[src/design/lpc_pkg.sv]
// ----------------------------------------------------------------------------
// lpc_pkg
// Shared types and constants for the LED power level and pulse controller:
// the input and output words, the sequencer states and the divider interface.
// ----------------------------------------------------------------------------
`default_nettype none

package lpc_pkg;

  // Supply check period in ticks (the check fires every period plus one ticks)
  localparam int SAMPLE_PERIOD = 1024;

  // Sample counter reload after reset, level change or mode change
  localparam int RELOAD_COUNT  = 1000;
  localparam int CNT_MAX       = (SAMPLE_PERIOD + 1 > RELOAD_COUNT) ?
                                 (SAMPLE_PERIOD + 1) : RELOAD_COUNT;
  localparam int CNT_W         = $clog2(CNT_MAX + 1);

  // Supply decivolts numerator and quotient width
  localparam int VCC_NUMERATOR = 'h2160;
  localparam int QUO_W         = $clog2(VCC_NUMERATOR + 1);
  localparam int STEP_W        = $clog2(QUO_W);

  // Configuration register indexes
  localparam logic REG_REMOTE_ADDR = 1'b0;
  localparam logic REG_LOW_SUPPLY  = 1'b1;

  localparam logic [7:0] LOW_SUPPLY_RESET = 8'd34;

  // Remote command nibbles
  localparam logic [3:0] CMD_A = 4'h8;
  localparam logic [3:0] CMD_B = 4'h4;
  localparam logic [3:0] CMD_C = 4'h2;
  localparam logic [3:0] CMD_D = 4'h1;

  localparam logic [3:0] DEBOUNCE_TICKS = 4'd10;
  localparam logic [2:0] LEVEL_OFF      = 3'd6;
  localparam logic [8:0] PHASE_STEP     = 9'd11;
  localparam logic [9:0] PHASE_WRAP     = 10'd360;

  typedef struct packed {
    logic [23:0] radio_word;
    logic [7:0]  supply_sample;
    logic [7:0]  color_red;
    logic [7:0]  color_green;
    logic [7:0]  color_blue;
  } in_word_t;

  typedef struct packed {
    logic [7:0] pixel_red;
    logic [7:0] pixel_green;
    logic [7:0] pixel_blue;
    logic [2:0] level_now;
    logic       pulsing_now;
  } out_word_t;

  typedef enum logic [1:0] {
    ST_IDLE,
    ST_DIV,
    ST_FINISH
  } state_t;

  typedef struct packed {
    logic       start;
    logic [7:0] divisor;
  } div_req_t;

  typedef struct packed {
    logic             done;
    logic [QUO_W-1:0] quotient;
  } div_rsp_t;

endpackage

`default_nettype wire

[src/design/lpc_div.sv]
// ----------------------------------------------------------------------------
// lpc_div
// Restoring divider of the fixed supply numerator by an 8-bit sample, one
// quotient bit per cycle through a single compare and subtract unit.
// ----------------------------------------------------------------------------
`default_nettype none

module lpc_div (
  input  wire logic              clk,
  input  wire logic              rst,
  input  wire lpc_pkg::div_req_t req,
  output lpc_pkg::div_rsp_t      rsp
);

  localparam logic [lpc_pkg::QUO_W-1:0] NUM = lpc_pkg::QUO_W'(lpc_pkg::VCC_NUMERATOR);

  logic                          busy;
  logic                          done;
  logic [lpc_pkg::STEP_W-1:0]    step;
  logic [7:0]                    divisor;
  logic [7:0]                    rem;
  logic [lpc_pkg::QUO_W-1:0]     quo;

  logic [8:0] trial;
  logic [8:0] diff;
  logic       ge;

  // Shift in the next numerator bit and try the subtract
  always_comb begin
    trial = {rem, NUM[step]};
    diff  = trial - {1'b0, divisor};
    ge    = (trial >= {1'b0, divisor});
  end

  // Control: start loads, each step counts down, done pulses after the last bit
  always_ff @(posedge clk) begin
    if (rst) begin
      busy <= 1'b0;
      done <= 1'b0;
    end else begin
      done <= 1'b0;
      if (req.start) begin
        busy <= 1'b1;
      end else if (busy && (step == '0)) begin
        busy <= 1'b0;
        done <= 1'b1;
      end
    end
  end

  // Datapath: remainder and quotient shift register
  always_ff @(posedge clk) begin
    if (req.start) begin
      divisor <= req.divisor;
      rem     <= '0;
      quo     <= '0;
      step    <= lpc_pkg::STEP_W'(lpc_pkg::QUO_W - 1);
    end else if (busy) begin
      rem  <= ge ? diff[7:0] : trial[7:0];
      quo  <= {quo[lpc_pkg::QUO_W-2:0], ge};
      step <= step - 1'b1;
    end
  end

  assign rsp.done     = done;
  assign rsp.quotient = quo;

endmodule

`default_nettype wire

[src/design/led_power_level_pulse_controller_unit.sv]
// ----------------------------------------------------------------------------
// led_power_level_pulse_controller_unit
// Per-tick LED controller: supply check, power level dimming, pulsing
// animation and remote command handling. One result word per input word.
// ----------------------------------------------------------------------------
//
//   channel | direction | handshake          | payload
//   --------+-----------+--------------------+---------------------------
//   in      | to block  | in_valid/in_stall  | lpc_pkg::in_word_t
//   out     | from block| out_valid/out_stall| lpc_pkg::out_word_t
//   cfg     | to block  | cfg_valid/cfg_ready| cfg_index, cfg_data[23:0]
//
// A word passes through accept and finish. On ticks that run a supply check
// on a nonzero sample, the bit-serial divider works in between: 14 steps of
// one quotient bit each, then its done flag is seen in ST_DIV.
// rst is synchronous: all state returns to level 0, normal mode, phase 0,
// counter 1000, and the output register empties.
// A new word is taken while a finished word still waits on out_stall; the
// finish step then holds until the output register frees up.
// ----------------------------------------------------------------------------
`default_nettype none

module led_power_level_pulse_controller_unit (
  input  wire logic                clk,
  input  wire logic                rst,
  input  wire logic                in_valid,
  output      logic                in_stall,
  input  wire lpc_pkg::in_word_t   in_data,
  output      logic                out_valid,
  input  wire logic                out_stall,
  output      lpc_pkg::out_word_t  out_data,
  input  wire logic                cfg_valid,
  output      logic                cfg_ready,
  input  wire logic                cfg_index,
  input  wire logic [23:0]         cfg_data
);

  localparam int CW = lpc_pkg::CNT_W;

  // Configuration
  logic [23:0] remote_addr;
  logic [7:0]  low_supply;

  // Tick state
  lpc_pkg::state_t   state, state_next;
  logic [2:0]        level, level_next;
  logic              pulsing, pulsing_next;
  logic [8:0]        phase, phase_next;
  logic [3:0]        debounce, debounce_next;
  logic [CW-1:0]     counter, counter_next;
  lpc_pkg::in_word_t item;

  lpc_pkg::div_req_t div_req;
  lpc_pkg::div_rsp_t div_rsp;
  lpc_pkg::out_word_t result;

  logic          accept;
  logic          fin_fire;
  logic          check;
  logic          need_div_in;
  logic          low_hit;
  logic [CW-1:0] cnt_inc;
  logic [2:0]    level_chk;
  logic [8:0]    phase_adv;
  logic [CW-1:0] counter_mid;
  logic          run;
  logic          addr_hit;
  logic [3:0]    cmd;
  logic [7:0]    red, green, blue;

  // Fold a sum below twice the wrap back into 0..359
  function automatic logic [8:0] wrap360(input logic [9:0] x);
    logic [9:0] y;
    begin
      y = (x >= lpc_pkg::PHASE_WRAP) ? (x - lpc_pkg::PHASE_WRAP) : x;
      wrap360 = y[8:0];
    end
  endfunction

  // Triangle pulse of one channel at angle a (0..359)
  function automatic logic [7:0] pulse(input logic [7:0] c, input logic [8:0] a);
    logic [8:0] v;
    logic [8:0] t;
    logic [8:0] sub;
    begin
      v = {c, 1'b0};
      t = (a >= 9'd120) ? (9'd240 - a) : a;
      sub = {t[7:0], 1'b0};
      if (a < 9'd240) begin
        v = (v > sub) ? (v - sub) : 9'd0;
      end
      pulse = (v > 9'd255) ? 8'd255 : v[7:0];
    end
  endfunction

  lpc_div u_div (
    .clk (clk),
    .rst (rst),
    .req (div_req),
    .rsp (div_rsp)
  );

  // Supply check decision from the stored counter
  always_comb begin
    cnt_inc     = counter + 1'b1;
    run         = (level < lpc_pkg::LEVEL_OFF);
    check       = run && (cnt_inc > CW'(lpc_pkg::SAMPLE_PERIOD));
    need_div_in = check && (in_data.supply_sample != 8'd0);
    low_hit     = check && (item.supply_sample != 8'd0) &&
                  (div_rsp.quotient < lpc_pkg::QUO_W'(low_supply));
  end

  // Tick update: supply check, pulse, dim, then remote commands
  always_comb begin
    level_chk    = level + {2'b00, low_hit};
    phase_adv    = (run && pulsing) ? wrap360({1'b0, phase} + {1'b0, lpc_pkg::PHASE_STEP})
                                    : phase;
    counter_mid  = run ? (check ? '0 : cnt_inc) : counter;

    red   = item.color_red;
    green = item.color_green;
    blue  = item.color_blue;
    if (run && pulsing) begin
      red   = pulse(item.color_red, phase_adv);
      green = pulse(item.color_green, wrap360({1'b0, phase_adv} + 10'd120));
      blue  = pulse(item.color_blue, wrap360({1'b0, phase_adv} + 10'd240));
    end
    if (level_chk > 3'd1) blue = 8'd0;
    else if (level_chk > 3'd0) blue = blue >> 1;
    if (level_chk > 3'd3) green = 8'd0;
    else if (level_chk > 3'd2) green = green >> 1;
    if (level_chk > 3'd5) red = 8'd0;
    else if (level_chk > 3'd4) red = red >> 1;

    level_next    = level_chk;
    counter_next  = counter_mid;
    debounce_next = debounce;
    pulsing_next  = pulsing;
    phase_next    = phase_adv;
    addr_hit      = (item.radio_word[23:4] == remote_addr[23:4]);
    cmd           = item.radio_word[3:0];

    if (debounce == 4'd0) begin
      if (addr_hit) begin
        case (cmd)
          lpc_pkg::CMD_A: begin
            if (level_chk > 3'd0) begin
              counter_next = CW'(lpc_pkg::RELOAD_COUNT);
              level_next   = level_chk - 1'b1;
            end
            debounce_next = lpc_pkg::DEBOUNCE_TICKS;
          end
          lpc_pkg::CMD_B: begin
            if (level_chk < lpc_pkg::LEVEL_OFF) begin
              counter_next = CW'(lpc_pkg::RELOAD_COUNT);
              level_next   = level_chk + 1'b1;
            end
            debounce_next = lpc_pkg::DEBOUNCE_TICKS;
          end
          lpc_pkg::CMD_C: pulsing_next = 1'b0;
          lpc_pkg::CMD_D: pulsing_next = 1'b1;
          default: ;
        endcase
      end
    end else begin
      debounce_next = debounce - 1'b1;
    end

    // Mode change restarts the animation and the counter
    if (pulsing_next != pulsing) begin
      counter_next = CW'(lpc_pkg::RELOAD_COUNT);
      phase_next   = '0;
    end

    result.pixel_red   = red;
    result.pixel_green = green;
    result.pixel_blue  = blue;
    result.level_now   = level_next;
    result.pulsing_now = pulsing_next;
  end

  // Next state
  always_comb begin
    state_next = state;
    case (state)
      lpc_pkg::ST_IDLE: begin
        if (in_valid) state_next = need_div_in ? lpc_pkg::ST_DIV : lpc_pkg::ST_FINISH;
      end
      lpc_pkg::ST_DIV: begin
        if (div_rsp.done) state_next = lpc_pkg::ST_FINISH;
      end
      lpc_pkg::ST_FINISH: begin
        if (!out_valid || !out_stall) state_next = lpc_pkg::ST_IDLE;
      end
      default: state_next = lpc_pkg::ST_IDLE;
    endcase
  end

  // Sequencer outputs
  always_comb begin
    in_stall        = (state != lpc_pkg::ST_IDLE);
    accept          = in_valid && (state == lpc_pkg::ST_IDLE);
    fin_fire        = (state == lpc_pkg::ST_FINISH) && (!out_valid || !out_stall);
    div_req.start   = accept && need_div_in;
    div_req.divisor = in_data.supply_sample;
    cfg_ready       = 1'b1;
  end

  // Hold the sequencer state
  always_ff @(posedge clk) begin
    if (rst) state <= lpc_pkg::ST_IDLE;
    else state <= state_next;
  end

  // Latch the accepted word
  always_ff @(posedge clk) begin
    if (accept) item <= in_data;
  end

  // Configuration writes
  always_ff @(posedge clk) begin
    if (rst) begin
      remote_addr <= '0;
      low_supply  <= lpc_pkg::LOW_SUPPLY_RESET;
    end else if (cfg_valid && cfg_ready) begin
      case (cfg_index)
        lpc_pkg::REG_REMOTE_ADDR: remote_addr <= cfg_data;
        lpc_pkg::REG_LOW_SUPPLY:  low_supply  <= cfg_data[7:0];
        default: ;
      endcase
    end
  end

  // Commit tick state at finish
  always_ff @(posedge clk) begin
    if (rst) begin
      level    <= '0;
      pulsing  <= 1'b0;
      phase    <= '0;
      debounce <= '0;
      counter  <= CW'(lpc_pkg::RELOAD_COUNT);
    end else if (fin_fire) begin
      level    <= level_next;
      pulsing  <= pulsing_next;
      phase    <= phase_next;
      debounce <= debounce_next;
      counter  <= counter_next;
    end
  end

  // Output register: load at finish, drop once taken
  always_ff @(posedge clk) begin
    if (rst) begin
      out_valid <= 1'b0;
    end else if (fin_fire) begin
      out_valid <= 1'b1;
    end else if (!out_stall) begin
      out_valid <= 1'b0;
    end
  end

  always_ff @(posedge clk) begin
    if (fin_fire) out_data <= result;
  end

  // Checks
  a_level_range: assert property (@(posedge clk) disable iff (rst)
    level <= lpc_pkg::LEVEL_OFF)
    else $error("power level out of range");

  a_phase_range: assert property (@(posedge clk) disable iff (rst)
    phase < 9'd360)
    else $error("animation phase out of range");

  a_debounce_range: assert property (@(posedge clk) disable iff (rst)
    debounce <= lpc_pkg::DEBOUNCE_TICKS)
    else $error("debounce count out of range");

  a_out_from_finish: assert property (@(posedge clk) disable iff (rst)
    $rose(out_valid) |-> $past(state) == lpc_pkg::ST_FINISH)
    else $error("result word appeared outside finish");

  a_short_tick: assert property (@(posedge clk) disable iff (rst)
    (accept && !need_div_in) |=> state == lpc_pkg::ST_FINISH)
    else $error("tick without supply check did not go to finish");

endmodule

`default_nettype wire

[config.mk]
export PLATFORM = sky130hd
export DESIGN_NAME = led_power_level_pulse_controller_unit
export DESIGN_NICKNAME = d
export VERILOG_FILES = /design/src/design/lpc_pkg.sv /design/src/design/lpc_div.sv /design/src/design/led_power_level_pulse_controller_unit.sv
export SDC_FILE = /design/constraint.sdc
export NUM_CORES = 1
export LEC_CHECK = 0
export ABC_AREA = 1
export BUFFER_PORTS_ARGS = -buffer_cell sky130_fd_sc_hd__buf_4
export CAP_MARGIN = 25
export CORE_AREA = 4 4 149 151
export DETAILED_ROUTE_END_ITERATION = 6
export DIE_AREA = 0 0 153 155
export GPL_TIMING_DRIVEN = 0
export HOLD_SLACK_MARGIN = 0.06
export PLACE_DENSITY = 0.72
export SLEW_MARGIN = 40
export SYNTH_ARGS = -nofsm -noshare
export SYNTH_HDL_FRONTEND = slang
export SYNTH_SLANG_ARGS = --single-unit
[constraint.sdc]
create_clock -name clk -period 13.2 [get_ports clk]
set_input_delay 1.32 -clock clk [delete_from_list [all_inputs] [get_ports clk]]
set_output_delay 1.32 -clock clk [all_outputs]
set_load 0.005 [all_outputs]
# Yosys cells after proc, flatten, opt, wreduce, memory -nomap -nowiden
# Memory sizes are Yosys's and may differ from the RTL's. A register that Yosys moved wholly into a read port is not among the register bits.
# Index checks and enable logic that the tools add are counted.
# word_totals
out_inout_bits	31
ff_bits	183
memories	1
mem_bits_ro	16
wordCells	177
# op_classes
n_mux	59
bitwise_logic	1
n_reduce_logical	28
n_eq_ne	14
n_addsub	19
order_cmp	27
# mem_list
name	words	word_bits	rd	rd_clocked_by_memory_dff	write_ports	line	rtl
(no name shown)	16	1	1	1	0	lpc_div.sv:30	trial = {rem, NUM[step]};
# op_table
op	n
two-way mux 9 bit	14
two-way mux 8 bit	10
two-way mux 11 bit	7
greater-or-equal comparator 10 x 9 -> 1 bit, second input constant	3
greater-or-equal comparator 9 x 7 -> 1 bit, second input constant	3
> comparator 9 x 8 -> 1 bit, second input constant	3
> comparator 9 bit	3
less-than comparator 9 x 8 -> 1 bit, second input constant	3
subtractor 9 bit	3
subtractor 9 bit, second input constant	3
subtractor 8 bit, first input constant	3
one-hot mux 11 bit (2 select lines)	1
two-way mux 7 bit	3
== test 20 bit	1
two-way mux 4 bit	5
nonzero test 8 bit	2
less-than comparator 14 x 8 -> 1 bit	1
two-way mux 3 bit	4
adder 11 x 1 -> 11 bit, second input constant	1
> comparator 11 bit, second input constant	1
adder 9 x 4 -> 10 bit, second input constant	1
adder 9 x 7 -> 10 bit, second input constant	1
adder 9 x 8 -> 10 bit, second input constant	1
OR reduction 2 bit	5
34 further kinds	66

# Depth between registers and ports, before layout
# logic_depth
depth_word	17
ltp_mapped	52
depth_no_buf	52

# Hierarchy
# A second synthesis with hierarchy kept.
# unflattened
hier_cells	1467
area_unflattened_um2	11461.0
# by_module_without_submodules
mod	n_inst	cells_per_inst	area_each_um2
led_power_level_pulse_controller_unit	1	1228	9599.2
lpc_div	1	239	1861.8

# Worst setup path after synthesis
# No wires, ideal clock.
# synth_timing
path_type	register -> register
startpoint	register phase[0]
endpoint	register out_data[13] (netlist name) (data pin)
n_path_buf	0
synth_period_minus_slack_ns	5.827
arrival_time_ns	5.574
t_required_ns	12.947
path_slack_ns	7.373
path_stages_with_launch	49
path_cell_list	dfxtp_1 > inv_1 > ha_1 > inv_1 > nand2_1 > nand2_2 > nand2_1 > nand2_1 > inv_1 > ha_1 > inv_1 > xor2_1 > inv_1 > nand2_1 > nand2_1 > nand2_2 > nand2_4 > inv_1 > [... 13 more ...] > fa_1 > a21oi_1 > o21bai_1 > a21oi_1 > nor2_1 > nor2_1 > nor2_1 > nor2_1 > nor2_1 > o21a_1 > inv_1 > nor2_1 > nand3_2 > nand2_4 > nor2_8 > nand2_2 > nand3_1 > nand2_1
# synth_via
elab_chain_len	17
word_cells_on_any_way	22
# synth_rtl
element	line	rtl
start, declared	led_power_level_pulse_controller_unit.sv:48	logic [8:0] phase, phase_next;
start signal, assigned	led_power_level_pulse_controller_unit.sv:245	phase <= phase_next;
adder 9 x 4 -> 10 bit	led_power_level_pulse_controller_unit.sv:116	phase_adv = (run && pulsing) ? wrap360({1'b0, phase} + {1'b0, lpc_pkg::PHASE_STEP})
subtractor 9 bit or greater-or-equal comparator 10 x 9 -> 1 bit (tied branches)	led_power_level_pulse_controller_unit.sv:75	y = (x >= lpc_pkg::PHASE_WRAP) ? (x - lpc_pkg::PHASE_WRAP) : x;
two-way mux 9 bit	led_power_level_pulse_controller_unit.sv:75	
two-way mux 9 bit *	led_power_level_pulse_controller_unit.sv:116	
adder 9 x 7 -> 10 bit *	led_power_level_pulse_controller_unit.sv:125	green = pulse(item.color_green, wrap360({1'b0, phase_adv} + 10'd120));
subtractor 9 bit or greater-or-equal comparator 10 x 9 -> 1 bit (tied branches)	led_power_level_pulse_controller_unit.sv:75	
two-way mux 9 bit *	led_power_level_pulse_controller_unit.sv:75	
subtractor 8 bit or greater-or-equal comparator 9 x 7 -> 1 bit (tied branches)	led_power_level_pulse_controller_unit.sv:87	t = (a >= 9'd120) ? (9'd240 - a) : a;
two-way mux 8 bit	led_power_level_pulse_controller_unit.sv:87	
subtractor 9 bit or > comparator 9 bit (tied branches)	led_power_level_pulse_controller_unit.sv:90	v = (v > sub) ? (v - sub) : 9'd0;
two-way mux 9 bit	led_power_level_pulse_controller_unit.sv:90	
two-way mux 9 bit *	led_power_level_pulse_controller_unit.sv:89	if (a < 9'd240) begin
two-way mux 9 bit *	led_power_level_pulse_controller_unit.sv:123	if (run && pulsing) begin
> comparator 9 x 8 -> 1 bit	led_power_level_pulse_controller_unit.sv:92	pulse = (v > 9'd255) ? 8'd255 : v[7:0];
two-way mux 8 bit *	led_power_level_pulse_controller_unit.sv:92	
two-way mux 8 bit *	led_power_level_pulse_controller_unit.sv:123	
two-way mux 7 bit *	led_power_level_pulse_controller_unit.sv:131	else if (level_chk > 3'd2) green = green >> 1;
end signal, assigned	led_power_level_pulse_controller_unit.sv:263	if (fin_fire) out_data <= result;
end, declared	led_power_level_pulse_controller_unit.sv:31	output lpc_pkg::out_word_t out_data,
# Every way passes the cells marked *; elsewhere a longest branch is shown, timed or not. The select of a mux whose other input is x is not followed.
# A chain may end at the register's enable or synchronous reset.

# Worst setup path in the final report
# layout_timing
startpoint	register phase[0]
endpoint	register out_data[4] (netlist name) (data pin)
# layout_via
elab_chain_len	17
word_cells_on_any_way	22
# layout_rtl
element	line	rtl
adder 9 x 4 -> 10 bit	led_power_level_pulse_controller_unit.sv:116	
subtractor 9 bit or greater-or-equal comparator 10 x 9 -> 1 bit (tied branches)	led_power_level_pulse_controller_unit.sv:75	
two-way mux 9 bit	led_power_level_pulse_controller_unit.sv:75	
two-way mux 9 bit *	led_power_level_pulse_controller_unit.sv:116	
adder 9 x 8 -> 10 bit *	led_power_level_pulse_controller_unit.sv:126	blue = pulse(item.color_blue, wrap360({1'b0, phase_adv} + 10'd240));
subtractor 9 bit or greater-or-equal comparator 10 x 9 -> 1 bit (tied branches)	led_power_level_pulse_controller_unit.sv:75	
two-way mux 9 bit *	led_power_level_pulse_controller_unit.sv:75	
subtractor 8 bit or greater-or-equal comparator 9 x 7 -> 1 bit (tied branches)	led_power_level_pulse_controller_unit.sv:87	
two-way mux 8 bit	led_power_level_pulse_controller_unit.sv:87	
subtractor 9 bit or > comparator 9 bit (tied branches)	led_power_level_pulse_controller_unit.sv:90	
two-way mux 9 bit	led_power_level_pulse_controller_unit.sv:90	
two-way mux 9 bit *	led_power_level_pulse_controller_unit.sv:89	
two-way mux 9 bit *	led_power_level_pulse_controller_unit.sv:123	
> comparator 9 x 8 -> 1 bit	led_power_level_pulse_controller_unit.sv:92	
two-way mux 8 bit *	led_power_level_pulse_controller_unit.sv:92	
two-way mux 8 bit *	led_power_level_pulse_controller_unit.sv:123	
two-way mux 7 bit *	led_power_level_pulse_controller_unit.sv:129	else if (level_chk > 3'd0) blue = blue >> 1;
# Marked as above.

==> metrics.txt <==
run status=completed; count of flip-flops with a built-in enable after synthesis=92; Most Frequent Cell on Critical Path=sky130_fd_sc_hd__nand2_1; worst stage delay on the critical path=between 0.4 and 0.5 ns; area of the die=about 0.024 mm^2; final hold violation count=0; type of the worst min-delay path=register to register; final instance area=0.01324 mm^2; ratio of final minimum period to clock period=0.5164; total of fill cells in the finished design=between 1500 and 2000; HPWL after DPL=19600 um; Placed Instance Area=0.01261 mm^2; final net count=~1700; clock slew at reported path FFs=0.08 ns; Final min period=roughly 6.8 ns; Total Negative Setup Slacks=0 ns; Tightest Pin Transition=between 0.7 and 0.8 ns; placeable core area=0.02082 mm^2; CP endpoint kind=register; routed length per placed instance=13.93 um; Post-Synthesis Cells=between 1000 and 1500; Overall Global Routing Usage=0.2159; power per cell area=136.2 mW/mm^2; share of layout cells above drive strength 1=0.1718; count of clock tree sinks=180; PnR Total Power=1.804 mW; commonest cells after routing, fill and taps aside=283 x sky130_fd_sc_hd__nand2_1, 170 x sky130_fd_sc_hd__inv_1, 152 x sky130_fd_sc_hd__nor2_1; post-synthesis compound-gate area fraction=0.1190; number of max-cap violations=0; # H-tree levels=4; startpoint of the tightest hold check path=low_supply[2]; setup repair after global routing missed its margin=no; count of cells along the worst hold path=2; pin count of the biggest net entering global routing=38; sequential element share of the synthesized area=0.3992; weighted congestion at the end of routability-driven global placement=roughly 0.95; overall routed net length=roughly 26000 um; flip-flop and latch count after synthesis=between 150 and 200; parity-gate share of the synthesized area counting xor and xnor cells=0.05188; number of antenna violations at the first check in global routing=0; CTS tree=done; type of the worst setup path=register to register; footprint of the flip-flops and latches=about 0.0045 mm^2; leftover overflow at the end of global routing=0; count of input and output buffers=115; internal reg-to-reg setup slack=~6.4 ns; final worst clock skew=~0.018 ns; Most used DFF post-synth=sky130_fd_sc_hd__edfxtp_1; # diodes=0; number of pins exceeding their max-slew limit in the final report=0; FFs w/ async S/R, synth=0; synth warn=0; die outline height=around 160 um; starting density of the core=0.5443; number of nets with antenna violations after detailed routing=0; average footprint of a synthesized cell=~8 um^2; setup slack of the critical path after layout=approximately 6.4 ns; startpoint class of the critical path=register; final hold slack=0.4671 ns; count of instances resized after the clock tree is built=0; number of design rule violations left after detail routing=0; startpoint of the most critical register-to-register path=phase[0]; chip width=153 um; Root Buffer=sky130_fd_sc_hd__clkbuf_16; critical path peak fanout=10; synthesized-area fraction occupied by and/or/nand/nor cells=0.2772; Max Clk Rate=roughly 150 MHz; detailed-router iteration count before antenna repair=5; count of placed standard cells in the final layout, fillers left out=~1800; worst setup slack after placement=~6.4 ns; count of standard-cell rows=53; number of primary I/O pins=approximately 120; via count=just under 10000; CP required=between 10 and 15 ns; post-layout utilization of the core=0.6360; leakage power figure=between 6 and 7 nW; Initial DRC Count=649; Peak VDD IR=74.51 uV; multiplexer fraction of the synthesized cell area=0; end of the worst hold path=low_supply[2]; most common cell after layout, fill and taps aside=sky130_fd_sc_hd__nand2_1; worst-case headroom to the max-slew limit=0.5213; Reg2Reg Capture Point=out_data[4]; buffers from clock root to sink, at most=2; R2R depth=44; post-CTS setup buffer count=0; data arrival time of the critical path=about 7.0 ns; highest-delay cell along the critical path=sky130_fd_sc_hd__xnor2_2; routed vias/inst=between 5 and 6; final setup vio count=0; largest family of logic cells by synthesized area=simple AND/OR/NAND/NOR gates; Mapped Area=about 0.011 mm^2; number of library cell types mapped by synthesis=65; total clock buffers created by CTS=17; hold_buf cts=0; adder-cell area share of the yosys netlist=0.07882; Synthesized Nets=roughly 1600; DP Cell Count=about 1800; area of combinational cells with multiple inputs=0.005988 mm^2; clock network latency to the later pin of the worst-skew pair=approximately 0.44 ns; area added between synthesis and finish=16.83%; global-route wire length before repair=around 43000 um; via count of the first global-routing pass=8974
==> critical path: cells and delay by family (launching register included) <==
kind	cells	cell delay, ns
fa+ha+maj	4	1.08
flops	1	0.42
compound gates	7	1.15
buf+inv	8	0.63
simple gates	22	2.53
xor+xnor	3	0.77
==> cells by family (layout without fill, tap and decap cells) <==
kind of cell               after synthesis  after routing
other                                    1              1
adders and majority gates               69             69
xor gates and xnor gates                59             59
DFF                                    180            180
and+or+nand+nor                        660            660
buffers and inverters                  215            365
AOI/OAI and AO/OA                      238            238
==> synthesized netlist by cell type, types with 4 or more instances <==
master | number | share of area
sky130_fd_sc_hd__nor2_4 | 5 | 0.0050
sky130_fd_sc_hd__nand3_1 | 85 | 0.038
sky130_fd_sc_hd__nand3b_1 | 6 | 0.0040
sky130_fd_sc_hd__dfxtp_1 | 88 | 0.16
sky130_fd_sc_hd__o21ai_0 | 85 | 0.038
sky130_fd_sc_hd__edfxtp_1 | 92 | 0.24
sky130_fd_sc_hd__inv_1 | 170 | 0.056
sky130_fd_sc_hd__fa_1 | 4 | 0.0071
sky130_fd_sc_hd__a21oi_1 | 90 | 0.040
sky130_fd_sc_hd__clkinv_1 | 4 | 0.0013
sky130_fd_sc_hd__o22ai_1 | 7 | 0.0039
sky130_fd_sc_hd__xnor2_1 | 19 | 0.015
sky130_fd_sc_hd__nand2_4 | 15 | 0.015
sky130_fd_sc_hd__a22oi_1 | 5 | 0.0033
sky130_fd_sc_hd__nand3_2 | 13 | 0.011
sky130_fd_sc_hd__nor4_1 | 8 | 0.0044
sky130_fd_sc_hd__nand4_1 | 17 | 0.0094
sky130_fd_sc_hd__inv_2 | 11 | 0.0036
sky130_fd_sc_hd__o211ai_1 | 8 | 0.0053
sky130_fd_sc_hd__o21bai_1 | 4 | 0.0026
sky130_fd_sc_hd__ha_1 | 65 | 0.072
sky130_fd_sc_hd__xor2_1 | 35 | 0.027
sky130_fd_sc_hd__or2_2 | 22 | 0.012
sky130_fd_sc_hd__clkbuf_1 | 23 | 0.0076
sky130_fd_sc_hd__nand2_2 | 26 | 0.014
sky130_fd_sc_hd__nor3_1 | 14 | 0.0062
sky130_fd_sc_hd__nand2_1 | 283 | 0.094
sky130_fd_sc_hd__o21ai_1 | 6 | 0.0026
sky130_fd_sc_hd__a31oi_1 | 8 | 0.0044
sky130_fd_sc_hd__nor2_1 | 153 | 0.051
==> cell type report <==
cell class,count,share of cell area
Tap cell,275,0.02598
Timing Repair Buffer,118,0.06954
Clock inverter,15,0.01512
Clock buffer,17,0.03212
Multi-Input combinational cell,1027,0.4522
Inverter,185,0.05244
Sequential cell,180,0.3416
Buffer,30,0.01096
==> metal layers <==
layer,global-route usage,wire length [um]
met5,0,0
met4,0.05431,365
met3,0.03115,1489
met2,0.3452,11680
met1,0.3114,12200
==> state kept, by name, summed over array words and instances, names as in the netlist <==
name,cells
u_div.busy,1
out_data,28
u_div.done,1
counter,11
out_valid,1
level,3
u_div.divisor,8
low_supply,8
u_div.trial,1
pulsing,1
cmd,4
u_div.rem,8
u_div.quo,14
debounce,4
item,52
state,2
phase,9
remote_addr,20
u_div.step,4
==> how the worst max path moves through the flow <==
| stage | from | slack [ns] | end |
|---|---|---|---|
| detailed placement | phase[0] | 6.44 | out_data[9] |
| CTS | phase[0] | 6.39 | out_data[4] |
| finish | phase[0] | 6.38 | out_data[4] |
| global route | phase[0] | 5.70 | out_data[4] |
| global placement | phase[0] | 6.51 | out_data[10] |
| floorplan | phase[0] | 7.37 | out_data[13] |
==> power breakdown <==
group          internal [mW]  switching (mW)  leakage [nW]
Combinational          0.244           0.375          4.14
Sequential             0.639          0.0276          1.60
Clock                  0.261           0.258         0.298
Total                   1.14           0.661          6.03
Power figures use the tool's default switching activity.
